==> config.mk <==
export PLATFORM = sky130hd
export DESIGN_NAME = http_chunked_body_decoder_core
export DESIGN_NICKNAME = d
export VERILOG_FILES = /design/src/rtl/hcbd_pkg.sv /design/src/rtl/hcbd_front.sv /design/src/rtl/hcbd_queue.sv /design/src/rtl/hcbd_back.sv /design/src/rtl/http_chunked_body_decoder_core.sv
export SDC_FILE = /design/constraint.sdc
export NUM_CORES = 1
export LEC_CHECK = 0
export ABC_AREA = 1
export BUFFER_PORTS_ARGS = -buffer_cell sky130_fd_sc_hd__buf_2
export CAP_MARGIN = 40
export CORE_ASPECT_RATIO = 1.4
export CORE_UTILIZATION = 40
export DETAILED_ROUTE_END_ITERATION = 6
export RECOVER_POWER = 100
export SLEW_MARGIN = 10
export SYNTH_ARGS = -nofsm -noshare
export SYNTH_HDL_FRONTEND = slang
export SYNTH_SLANG_ARGS = --single-unit
==> constraint.sdc <==
create_clock -name clk -period 6.4 [get_ports clk]
set_clock_uncertainty 0.2 [all_clocks]
set_input_delay 0.64 -clock clk [delete_from_list [all_inputs] [get_ports clk]]
set_output_delay 0.64 -clock clk [all_outputs]
set_load 0.02 [all_outputs]
==> src/rtl/hcbd_pkg.sv <==
// ----------------------------------------------------------------------------
// hcbd_pkg
// Shared types and constants for the chunked body decoder.
// ----------------------------------------------------------------------------
package hcbd_pkg;

    // width of the chunk size counter
    localparam int SIZE_BITS  = 64;
    localparam int DIGIT_BITS = 4;   // one hex digit

    localparam logic [7:0] CHR_CR    = 8'h0D;
    localparam logic [7:0] CHR_LF    = 8'h0A;
    localparam logic [7:0] CHR_SP    = 8'h20;
    localparam logic [7:0] CHR_TAB   = 8'h09;
    localparam logic [7:0] CHR_DIG0  = 8'h30;
    localparam logic [7:0] CHR_DIG9  = 8'h39;
    localparam logic [7:0] CHR_LOW_A = 8'h61;
    localparam logic [7:0] CHR_LOW_F = 8'h66;
    localparam logic [7:0] CHR_UP_A  = 8'h41;
    localparam logic [7:0] CHR_UP_F  = 8'h46;
    localparam logic [7:0] HEX_TEN   = 8'd10;

    typedef enum logic [1:0] {
        STATUS_BUSY     = 2'd0,
        STATUS_DONE     = 2'd1,
        STATUS_ERR_SIZE = 2'd2,
        STATUS_ERR_TERM = 2'd3
    } status_t;

    typedef enum logic [10:0] {
        PH_LEAD    = 11'b000_0000_0001,
        PH_DIGITS  = 11'b000_0000_0010,
        PH_EXT     = 11'b000_0000_0100,
        PH_DATA    = 11'b000_0000_1000,
        PH_DCR     = 11'b000_0001_0000,
        PH_DLF     = 11'b000_0010_0000,
        PH_TSTART  = 11'b000_0100_0000,
        PH_TLINE   = 11'b000_1000_0000,
        PH_DONE    = 11'b001_0000_0000,
        PH_ERRSIZE = 11'b010_0000_0000,
        PH_ERRTERM = 11'b100_0000_0000
    } phase_t;

    typedef struct packed {
        logic [7:0] body_byte;
        logic       start_of_body;
    } in_item_t;

    typedef struct packed {
        logic       payload_valid;
        logic [7:0] payload_byte;
        logic [1:0] decode_status;
    } out_item_t;

    // classified byte handed from front to back
    typedef struct packed {
        logic                  start;
        logic [7:0]            data;
        logic                  is_cr;
        logic                  is_lf;
        logic                  is_blank;
        logic                  is_hex;
        logic [DIGIT_BITS-1:0] hex_val;
    } class_t;

endpackage

==> src/rtl/hcbd_front.sv <==
// ----------------------------------------------------------------------------
// hcbd_front
// Accepts raw body bytes and tags them (CR, LF, blank, hex digit value).
// ----------------------------------------------------------------------------
module hcbd_front (
    input  logic               body_valid,
    output logic               body_ready,
    input  hcbd_pkg::in_item_t body,
    output logic               enq_valid,
    input  logic               enq_ready,
    output hcbd_pkg::class_t   enq_item
);
    import hcbd_pkg::*;

    logic [7:0] b;
    logic       is_dec;
    logic       is_low;
    logic       is_up;
    logic [7:0] low_val;
    logic [7:0] up_val;
    logic [7:0] dec_val;

    assign b       = body.body_byte;
    assign is_dec  = (b >= CHR_DIG0) && (b <= CHR_DIG9);
    assign is_low  = (b >= CHR_LOW_A) && (b <= CHR_LOW_F);
    assign is_up   = (b >= CHR_UP_A) && (b <= CHR_UP_F);
    assign dec_val = b - CHR_DIG0;
    assign low_val = b - CHR_LOW_A + HEX_TEN;
    assign up_val  = b - CHR_UP_A + HEX_TEN;

    always_comb
    begin
        enq_item.start    = body.start_of_body;
        enq_item.data     = b;
        enq_item.is_cr    = (b == CHR_CR);
        enq_item.is_lf    = (b == CHR_LF);
        enq_item.is_blank = (b == CHR_SP) || (b == CHR_TAB);
        enq_item.is_hex   = is_dec || is_low || is_up;
        if (is_dec)
        begin
            enq_item.hex_val = dec_val[DIGIT_BITS-1:0];
        end
        else if (is_low)
        begin
            enq_item.hex_val = low_val[DIGIT_BITS-1:0];
        end
        else
        begin
            enq_item.hex_val = up_val[DIGIT_BITS-1:0];
        end
    end

    assign enq_valid  = body_valid;
    assign body_ready = enq_ready;

endmodule

==> src/rtl/hcbd_queue.sv <==
// ----------------------------------------------------------------------------
// hcbd_queue
// Two-entry queue of classified bytes between front and back.
// ----------------------------------------------------------------------------
module hcbd_queue (
    input  logic             clk,
    input  logic             rst_n,
    input  logic             enq_valid,
    output logic             enq_ready,
    input  hcbd_pkg::class_t enq_item,
    output logic             deq_valid,
    input  logic             deq_ready,
    output hcbd_pkg::class_t deq_item
);
    import hcbd_pkg::*;

    class_t     entry_reg [2];
    logic       wr_ptr_reg;
    logic       rd_ptr_reg;
    logic [1:0] count_reg;
    logic [1:0] count_next;
    logic       push;
    logic       pop;

    assign enq_ready = (count_reg != 2'd2);
    assign deq_valid = (count_reg != 2'd0);
    assign deq_item  = entry_reg[rd_ptr_reg];
    assign push      = enq_valid && enq_ready;
    assign pop       = deq_valid && deq_ready;

    always_comb
    begin
        count_next = count_reg;
        if (push && !pop)
        begin
            count_next = count_reg + 2'd1;
        end
        else if (pop && !push)
        begin
            count_next = count_reg - 2'd1;
        end
    end

    always_ff @(posedge clk or negedge rst_n)
    begin
        if (!rst_n)
        begin
            wr_ptr_reg <= 1'b0;
            rd_ptr_reg <= 1'b0;
            count_reg  <= 2'd0;
        end
        else
        begin
            if (push)
            begin
                wr_ptr_reg <= ~wr_ptr_reg;
            end
            if (pop)
            begin
                rd_ptr_reg <= ~rd_ptr_reg;
            end
            count_reg <= count_next;
        end
    end

    always_ff @(posedge clk)
    begin
        if (push)
        begin
            entry_reg[wr_ptr_reg] <= enq_item;
        end
    end

`ifndef NO_ASSERTIONS
    a_count_bound: assert property (@(posedge clk) disable iff (!rst_n)
        count_reg != 2'd3)
        else $error("queue count out of range");
`endif

endmodule

==> src/rtl/hcbd_back.sv <==
// ----------------------------------------------------------------------------
// hcbd_back
// Chunk parser: size line, data pass-through, terminator and trailer checks.
// One classified byte per cycle, when not stalled, into a registered result slot.
// ----------------------------------------------------------------------------
module hcbd_back (
    input  logic                clk,
    input  logic                rst_n,
    input  logic                deq_valid,
    output logic                deq_ready,
    input  hcbd_pkg::class_t    deq_item,
    output logic                result_valid,
    input  logic                result_ready,
    output hcbd_pkg::out_item_t result
);
    import hcbd_pkg::*;

    phase_t                phase_reg;
    phase_t                phase_next;
    logic                  pcr_reg;
    logic                  pcr_next;
    logic [SIZE_BITS-1:0]  rem_reg;
    logic [SIZE_BITS-1:0]  rem_next;
    logic                  ds_reg;
    logic                  ds_next;
    logic                  out_valid_reg;
    out_item_t             out_item_reg;
    out_item_t             out_item_next;
    logic                  advance;
    logic                  step;
    logic                  acc;
    status_t               status;

    assign advance   = !out_valid_reg || result_ready;
    assign deq_ready = advance;
    assign step      = deq_valid && advance;

    always_comb
    begin
        phase_next = phase_reg;
        pcr_next   = pcr_reg;
        rem_next   = rem_reg;
        ds_next    = ds_reg;
        acc        = 1'b0;
        out_item_next.payload_valid = 1'b0;
        out_item_next.payload_byte  = 8'd0;

        if (deq_item.start)
        begin
            phase_next = PH_LEAD;
            pcr_next   = 1'b0;
            rem_next   = '0;
            ds_next    = 1'b0;
        end

        case (phase_next)
            PH_LEAD, PH_DIGITS, PH_EXT:
            begin
                if (pcr_next)
                begin
                    pcr_next = 1'b0;
                    if (deq_item.is_lf)
                    begin
                        // end of size line
                        if (!ds_next)
                        begin
                            phase_next = PH_ERRSIZE;
                        end
                        else
                        begin
                            phase_next = (rem_next == '0) ? PH_TSTART : PH_DATA;
                            ds_next    = 1'b0;
                        end
                    end
                    else if (phase_next == PH_LEAD)
                    begin
                        phase_next = PH_ERRSIZE;
                    end
                    else
                    begin
                        // stray CR is an extension char; this byte then falls in EXT
                        phase_next = PH_EXT;
                        pcr_next   = deq_item.is_cr;
                    end
                end
                else if (deq_item.is_cr)
                begin
                    pcr_next = 1'b1;
                end
                else
                begin
                    case (phase_next)
                        PH_LEAD:
                        begin
                            if (!deq_item.is_blank)
                            begin
                                if (deq_item.is_hex)
                                begin
                                    phase_next = PH_DIGITS;
                                    acc        = 1'b1;
                                end
                                else
                                begin
                                    phase_next = PH_ERRSIZE;
                                end
                            end
                        end
                        PH_DIGITS:
                        begin
                            if (deq_item.is_hex)
                            begin
                                acc = 1'b1;
                            end
                            else
                            begin
                                phase_next = PH_EXT;
                            end
                        end
                        default:
                        begin
                        end
                    endcase
                    if (acc)
                    begin
                        if (rem_next[SIZE_BITS-1 -: DIGIT_BITS] != '0)
                        begin
                            phase_next = PH_ERRSIZE;
                        end
                        else
                        begin
                            rem_next = {rem_next[SIZE_BITS-DIGIT_BITS-1:0], deq_item.hex_val};
                            ds_next  = 1'b1;
                        end
                    end
                end
            end
            PH_DATA:
            begin
                out_item_next.payload_valid = 1'b1;
                out_item_next.payload_byte  = deq_item.data;
                rem_next = rem_next - SIZE_BITS'(1);
                if (rem_next == '0)
                begin
                    phase_next = PH_DCR;
                end
            end
            PH_DCR:
            begin
                phase_next = deq_item.is_cr ? PH_DLF : PH_ERRTERM;
            end
            PH_DLF:
            begin
                if (deq_item.is_lf)
                begin
                    phase_next = PH_LEAD;
                    rem_next   = '0;
                    ds_next    = 1'b0;
                end
                else
                begin
                    phase_next = PH_ERRTERM;
                end
            end
            PH_TSTART:
            begin
                if (pcr_next)
                begin
                    if (deq_item.is_lf)
                    begin
                        pcr_next   = 1'b0;
                        phase_next = PH_DONE;
                    end
                    else
                    begin
                        phase_next = PH_TLINE;
                        pcr_next   = deq_item.is_cr;
                    end
                end
                else if (deq_item.is_cr)
                begin
                    pcr_next = 1'b1;
                end
                else
                begin
                    phase_next = PH_TLINE;
                end
            end
            PH_TLINE:
            begin
                if (pcr_next && deq_item.is_lf)
                begin
                    pcr_next   = 1'b0;
                    phase_next = PH_TSTART;
                end
                else
                begin
                    pcr_next = deq_item.is_cr;
                end
            end
            default:
            begin
                // done and error phases hold until the next start of body
            end
        endcase

        case (phase_next)
            PH_DONE:    status = STATUS_DONE;
            PH_ERRSIZE: status = STATUS_ERR_SIZE;
            PH_ERRTERM: status = STATUS_ERR_TERM;
            default:    status = STATUS_BUSY;
        endcase
        out_item_next.decode_status = status;
    end

    always_ff @(posedge clk or negedge rst_n)
    begin
        if (!rst_n)
        begin
            phase_reg     <= PH_LEAD;
            pcr_reg       <= 1'b0;
            rem_reg       <= '0;
            ds_reg        <= 1'b0;
            out_valid_reg <= 1'b0;
        end
        else
        begin
            if (step)
            begin
                phase_reg <= phase_next;
                pcr_reg   <= pcr_next;
                rem_reg   <= rem_next;
                ds_reg    <= ds_next;
            end
            if (advance)
            begin
                out_valid_reg <= deq_valid;
            end
        end
    end

    always_ff @(posedge clk)
    begin
        if (step)
        begin
            out_item_reg <= out_item_next;
        end
    end

    assign result_valid = out_valid_reg;
    assign result       = out_item_reg;

`ifndef NO_ASSERTIONS
    a_data_in_progress: assert property (@(posedge clk) disable iff (!rst_n)
        (result_valid && result.payload_valid) |-> (result.decode_status == STATUS_BUSY))
        else $error("data byte delivered with final status");

    a_zero_when_idle: assert property (@(posedge clk) disable iff (!rst_n)
        (result_valid && !result.payload_valid) |-> (result.payload_byte == 8'd0))
        else $error("payload byte not cleared");

    a_done_sticky: assert property (@(posedge clk) disable iff (!rst_n)
        (step && !deq_item.start && phase_reg == PH_DONE) |=> (phase_reg == PH_DONE))
        else $error("completion not held");

    a_data_count: assert property (@(posedge clk) disable iff (!rst_n)
        (phase_reg == PH_DATA) |-> (rem_reg != '0))
        else $error("data phase with empty count");
`endif

endmodule

==> src/rtl/http_chunked_body_decoder_core.sv <==
// ----------------------------------------------------------------------------
// http_chunked_body_decoder_core
// Decodes an HTTP/1.1 chunked body into payload bytes with a status per byte.
// ----------------------------------------------------------------------------
// Usage:
//   body channel: one raw body byte per request (body_valid/body_ready);
//     start_of_body clears the decoder before that byte is parsed.
//   result channel: exactly one result per body byte, in order
//     (result_valid/result_ready): payload_valid/payload_byte carry a data
//     byte, decode_status gives busy, complete, bad size line or bad
//     terminator. Complete and error states hold until start_of_body.
//   Each byte is queued, then parsed into the registered result slot.
//   Throughput: one byte per cycle while the result slot is free or read; the
//     parser updates phase and size counter (one 64-bit shift or decrement).
//   A two-entry queue sits between the classifier and the parser, and the
//     result is held in an output register, so input keeps flowing while a
//     finished result waits; a stalled receiver fills the queue, then
//     body_ready drops.
//   Reset: asynchronous, active low; decoder waits for a size line, queue and
//     result slot empty.
// ----------------------------------------------------------------------------
module http_chunked_body_decoder_core (
    input  logic                clk,
    input  logic                rst_n,
    input  logic                body_valid,
    output logic                body_ready,
    input  hcbd_pkg::in_item_t  body,
    output logic                result_valid,
    input  logic                result_ready,
    output hcbd_pkg::out_item_t result
);
    import hcbd_pkg::*;

    logic   enq_valid;
    logic   enq_ready;
    class_t enq_item;
    logic   deq_valid;
    logic   deq_ready;
    class_t deq_item;

    hcbd_front u_front (
        .body_valid (body_valid),
        .body_ready (body_ready),
        .body       (body),
        .enq_valid  (enq_valid),
        .enq_ready  (enq_ready),
        .enq_item   (enq_item)
    );

    hcbd_queue u_queue (
        .clk       (clk),
        .rst_n     (rst_n),
        .enq_valid (enq_valid),
        .enq_ready (enq_ready),
        .enq_item  (enq_item),
        .deq_valid (deq_valid),
        .deq_ready (deq_ready),
        .deq_item  (deq_item)
    );

    hcbd_back u_back (
        .clk          (clk),
        .rst_n        (rst_n),
        .deq_valid    (deq_valid),
        .deq_ready    (deq_ready),
        .deq_item     (deq_item),
        .result_valid (result_valid),
        .result_ready (result_ready),
        .result       (result)
    );

endmodule
### After elaboration in Yosys (flattened, before gate mapping)

Memory sizes are Yosys's and may differ from the RTL's.
Cells that the tools add are included.

| operators by class | value |
|---|---|
| order comparisons | 6 |
| muxes and demuxes | 58 |
| add/subtract/negate cells | 8 |
| bitwise gates (word level) | 2 |
| reductions and logical operators | 21 |
| equality and inequality tests | 16 |

Operator list:

| kind | number |
|---|---|
| two-way mux 64 bit | 6 |
| case mux 64 bit (3 select lines) | 1 |
| two-way mux 11 bit | 15 |
| zero test 64 bit | 2 |
| case mux 11 bit (6 select lines) | 1 |
| subtractor 64 x 1 -> 64 bit, second input constant | 1 |
| == test 8 x 4 -> 1 bit, second input constant | 3 |
| case mux 11 bit (2 select lines) | 1 |
| two-way mux 1 bit | 21 |
| two-way mux 10 bit | 2 |
| two-way mux 9 bit | 2 |
| greater-or-equal comparator 8 x 7 -> 1 bit, second input constant | 2 |
| less-or-equal comparator 8 x 7 -> 1 bit, second input constant | 2 |
| subtractor 4 x 1 -> 4 bit, second input constant | 3 |
| == test 11 x 1 -> 1 bit, second input constant | 1 |
| == test 11 x 10 -> 1 bit, second input constant | 1 |
| == test 11 bit, second input constant | 1 |
| == test 11 x 2 -> 1 bit, second input constant | 1 |
| == test 11 x 3 -> 1 bit, second input constant | 1 |
| == test 11 x 4 -> 1 bit, second input constant | 1 |
| == test 11 x 5 -> 1 bit, second input constant | 1 |
| == test 11 x 6 -> 1 bit, second input constant | 1 |
| == test 11 x 7 -> 1 bit, second input constant | 1 |
| == test 11 x 8 -> 1 bit, second input constant | 1 |
| other kinds (21) | 39 |

| storage, ports and cells | value |
|---|---|
| bits of input ports | 13 |
| memories kept | 1 |
| output and inout bits | 13 |
| bits in writable memories | 34 |
| register bits after elaboration | 93 |
| logic and storage cells | 123 |

Memory list:

| name | words | bits a word | rd ports | clocked after memory_dff | wr ports | line | source |
|---|---|---|---|---|---|---|---|
| u_queue.entry_reg | 2 | 17 | 1 | 0 | 1 | hcbd_queue.sv:17 | `class_t entry_reg [2];` |

### Longest topological paths before layout

An unclocked memory read counts as a cell.

| depth | value |
|---|---|
| depth in word-level cells | 13 |
| depth in mapped cells | 25 |
| depth with buffers taken out | 24 |

### By module

Synthesis repeated with hierarchy kept, for this count alone.

| unflattened totals | value |
|---|---|
| cell total of the unflattened synthesis | 1701 |
| area, all modules | 10847.9 um^2 |

By module, submodules not included:

| module | instances | area an instance (um^2) | cells an instance | sequential area each (um^2) |
|---|---|---|---|---|
| hcbd_back | 1 | 8914.8 | 1516 | 2283.4 |
| hcbd_queue | 1 | 1520.2 | 117 | 1121.1 |
| hcbd_front | 1 | 412.9 | 68 | 0.0 |

### Worst setup path after synthesis

OpenSTA, ideal clock, no wires.

| timing path | value |
|---|---|
| path type | reg2reg |
| start | reg u_queue.rd_ptr_reg |
| end | reg u_back.out_item_reg, in the netlist u_back.result[0] (data pin) |
| arrival time | 2.703 ns |
| cell stages (with the launch flop) | 22 |
| buffers on the path | 2 |
| period minus slack after synthesis | 3.160 ns |
| slack | 3.240 ns |
| required time | 5.943 ns |
| setup time | 0.257 ns |
| path through | dfrtp_1 > inv_2 > nand2_2 > buf_4 > buf_4 > nand3_1 > ha_1 > nand3_2 > nor2_4 > nand2_2 > nor2_4 > nand2_1 > nand2_1 > nand2_1 > nor2_1 > nand2_1 > nor2_1 > nand2_1 > nor2_1 > nand4_1 > nand4_1 > nor3_1 |

RTL lines:

| what | line | source |
|---|---|---|
| start: declaration | hcbd_queue.sv:19 | `logic rd_ptr_reg;` |
| start signal: assignment | hcbd_queue.sv:60 | `rd_ptr_reg <= ~rd_ptr_reg;` |
| end signal: assignment | hcbd_back.sv:245 | `out_item_reg <= out_item_next;` |
| end: declaration | hcbd_back.sv:27 | `out_item_t out_item_reg;` |

### Final worst setup path

| timing path | value |
|---|---|
| start | reg u_queue.rd_ptr_reg |
| end | reg u_back.rem_reg[63] |

| on the way | value |
|---|---|
| cells in the longest elaborated chain, start to end | 11 |
| elaborated cells on any way between the ends | 24 |
| those cells by class | 1 x add/sub; 5 x eq/ne; 15 x mux; 2 x reduce/logical; 1 x memory |

RTL lines:

| what | line | source |
|---|---|---|
| memory (2 x 17 bit) (*) | -- |  |
| two-way mux 11 bit or two-way mux 1 bit (tied branches) | hcbd_back.sv:48, hcbd_back.sv:97, hcbd_back.sv:110 |  |
| == test 11 x 2 -> 1 bit (tied with other cells) | hcbd_back.sv:56, hcbd_back.sv:92 |  |
| case mux 1 bit (2 select lines) | hcbd_back.sv:92 | `case (phase_next)` |
| two-way mux 1 bit | hcbd_back.sv:86 | `else if (deq_item.is_cr)` |
| two-way mux 1 bit | hcbd_back.sv:59 | `if (pcr_next)` |
| two-way mux 1 bit | hcbd_back.sv:56 | `case (phase_next)` |
| two-way mux 64 bit | hcbd_back.sv:123 | `if (acc)` |
| two-way mux 64 bit | hcbd_back.sv:86 |  |
| two-way mux 64 bit | hcbd_back.sv:59 |  |
| case mux 64 bit (3 select lines) (*) | hcbd_back.sv:56 |  |
| end signal: assignment | hcbd_back.sv:231 | `rem_reg <= rem_next;` |
| end: declaration | hcbd_back.sv:22 | `logic [SIZE_BITS-1:0] rem_reg;` |

Mark *: on every way between the ends. The rest lies on a longest branch, timed or not. The select of a mux whose other input is x is not followed.
A chain may end at the register's enable or synchronous reset.

==> impl_metrics.json <==
{
  "grt_use_met3_pct": 4.84,
  "core_area_um2": 27500,
  "arrival_ns": 5.48,
  "die_y_um": 200,
  "start_util_pct": 40.6,
  "grt_use_met1_pct": 37.7,
  "grt_use_met2_pct": 56.5,
  "hp-class": "input port to flip-flop",
  "holdPathEnd": "u_back.result_valid$_DFFE_PN0N_",
  "ctsRootBufferMaster": "clkbuf_16",
  "antenna_left": 0,
  "synth_top_area_share_pct": 18.2,
  "max_cap_viol_count": 2,
  "wl_um": 45900,
  "finalHoldViolCount": 0,
  "post-place-ws_ns": 1.79,
  "clk_pin_slew_ns": 0.06,
  "top_usage_layer": "met2",
  "syn_nets": 1763,
  "setup_violations": 0,
  "crit_start": "u_queue.rd_ptr_reg$_DFFE_PN0P_",
  "worst_slack_ns": 1.04,
  "yosysUniqueCellTypes": 52,
  "cts_tree": "done",
  "layout.nets": 1759,
  "ys.flop_type": "dfrtp_1",
  "r2r_start": "u_queue.rd_ptr_reg$_DFFE_PN0P_",
  "dp.final_hpwl_um": 34000,
  "fmax_ghz": 0.187,
  "vias": 12500,
  "r2r_cells": 17,
  "grt_antenna_before_repair": 0,
  "critPathMaxFanout": 57,
  "synth_common_cells": "nand2_1, nor2_1, inv_1",
  "largest_register_ff_count": 64,
  "yosysTopAreaCell": "dfrtp_1",
  "synth_edf_count": 45,
  "diodes": 0,
  "syn_inst": 1742,
  "h-tree-depth": 4,
  "status": "finished with violations",
  "synthArstFlopShare_pct": 64.6,
  "seq_area_frac_synth_pct": 30.5,
  "ys_warn_count": 0,
  "cp-start-kind": "flip-flop",
  "final_util_pct": 44.0,
  "cts-resized-gates": 0,
  "clock_latency_ns": 0.45,
  "avgViaCountPerCell": 5.89,
  "drt-pass1-iter-count": 7,
  "crit_type": "flip-flop to flip-flop",
  "reg2reg_to": "u_back.rem_reg[63]$_DFFE_PN0P_",
  "postSynthAreaPerCell_um2": 6.40,
  "slew_headroom_pct": -92.1,
  "die-area_um2": 28600,
  "layout-drive-gt1-share_pct": 7.77,
  "grt_max_degree": 68,
  "wl_per_cell_um": 21.7,
  "globalRouteOverflowTotal": 0,
  "worstMarginPinSlew_ns": 2.88,
  "min_path_cells": 2,
  "synth_area_leaders": "dfrtp_1, nand2_1, edfxtp_1",
  "violations": "DRC, capacitance limit, slew limit",
  "gp_congestion": 1.05,
  "cts_buffers": 17,
  "syn_to_final_growth_pct": 8.49,
  "grt_use_total_pct": 33.2,
  "fin_crit_ns": 5.36,
  "rsz0062_at_grt": "no",
  "grt_pass1_vias": 11800,
  "synth.most_common_cell": "nand2_1",
  "io_buffer_count": 25,
  "crit_path_end_kind": "flip-flop",
  "regToRegSetupSlack_ns": 1.04,
  "ios": 26,
  "hp-start": "result_ready",
  "fp.dieW_um": 143,
  "post-route-drc-count": 3,
  "grt_pass1_wl_um": 69500,
  "ys_seq_elements": 127,
  "setup_tns_ns": 0,
  "synth_area_um2": 11200,
  "slew_viol_final": 89,
  "required_ns": 6.52,
  "num_rows": 72,
  "cts_buffer_depth": 2,
  "drt_iter0_drc": 1217,
  "clock-sinks": 127,
  "min_period_over_period_pct": 83.7
}
cell type report:
type / instances / area, um^2
multi-input combinational: 1378 / 6700
timing repair buffer: 53 / 319
sequential: 127 / 3400
fill: 2928 / 15400
clock buffer: 18 / 429
tap: 370 / 463
clock inverter: 14 / 181
inverter: 161 / 604
cells by family after synthesis:
kind of cell,Yosys count,synth area share (%)
AOI/OAI and AO/OA,383,21.4
xor gates and xnor gates,9,0.707
adders and majority gates,8,0.898
buffers and inverters,237,9.11
DFF,127,30.5
muxes,1,0.0898
and+or+nand+nor,977,37.3
routing by layer:
metal,up-vias,routed length [um]
li1,5860,-
met1,5781,17100
met2,675,22200
met3,171,3210
met4,0,3440
met5,-,0
layout by cell type, fill, tap and decap left out, drive strengths merged, types with 9 or more instances in the layout:
cell type,instances
nand4,10
dfrtp,81
nand3,116
nor2,277
nand2,547
a211oi,9
a21oi,80
edfxtp,45
buf,24
a221oi,22
o21ai,164
inv,164
o22ai,20
o221ai,26
o211ai,19
clkbuf,46
nor3,14
o2111ai,14
critical path, cell delays in order, from the launching register on:
cell and delay (ns):
dfrtp_1 0.34, buf_4 0.26, inv_1 0.28, nand2_1 0.20
nand2_4 0.37, nand2_1 0.29, nand2_1 0.12, nor2_1 0.12
nand2_1 0.14, nor2_1 0.24, nor2_1 0.07, nand2_1 0.63
nor2_1 0.23, a21oi_4 0.44, clkbuf_1 0.66, o21ai_0 0.17
a221oi_1 0.35, a21oi_1 0.07
worst max path at each step:
stage	slack, ns	end
after floorplan	3.24	u_back.result[0]$_DFFE_PP_
after global placement	1.85	u_back.rem_reg[20]$_DFFE_PN0P_
after detailed placement	1.79	u_back.rem_reg[2]$_DFFE_PN0P_
after CTS	1.78	u_back.rem_reg[2]$_DFFE_PN0P_
after global routing	0.66	u_back.rem_reg[63]$_DFFE_PN0P_
final	1.04	u_back.rem_reg[63]$_DFFE_PN0P_
what timing repair did:
action,4_1_cts,5_1_grt
endpoints found under the hold margin,33,0
setup buffers,0,0
hold buffers,1,0
setup endpoints to repair,0,0
through the flow:
step	instances	instance area (um^2)	hold slack, ns
after floorplan	1742	11200	0.144
after global placement	2085	11500	0.261
after detailed placement	2088	11600	0.274
after CTS	2121	12200	0.160
after global routing	2121	12100	0.167
final	2121	12100	0.177
Power is not shown: default switching activity piles up to over one toggle a cycle in this logic, so the estimate is an artifact.
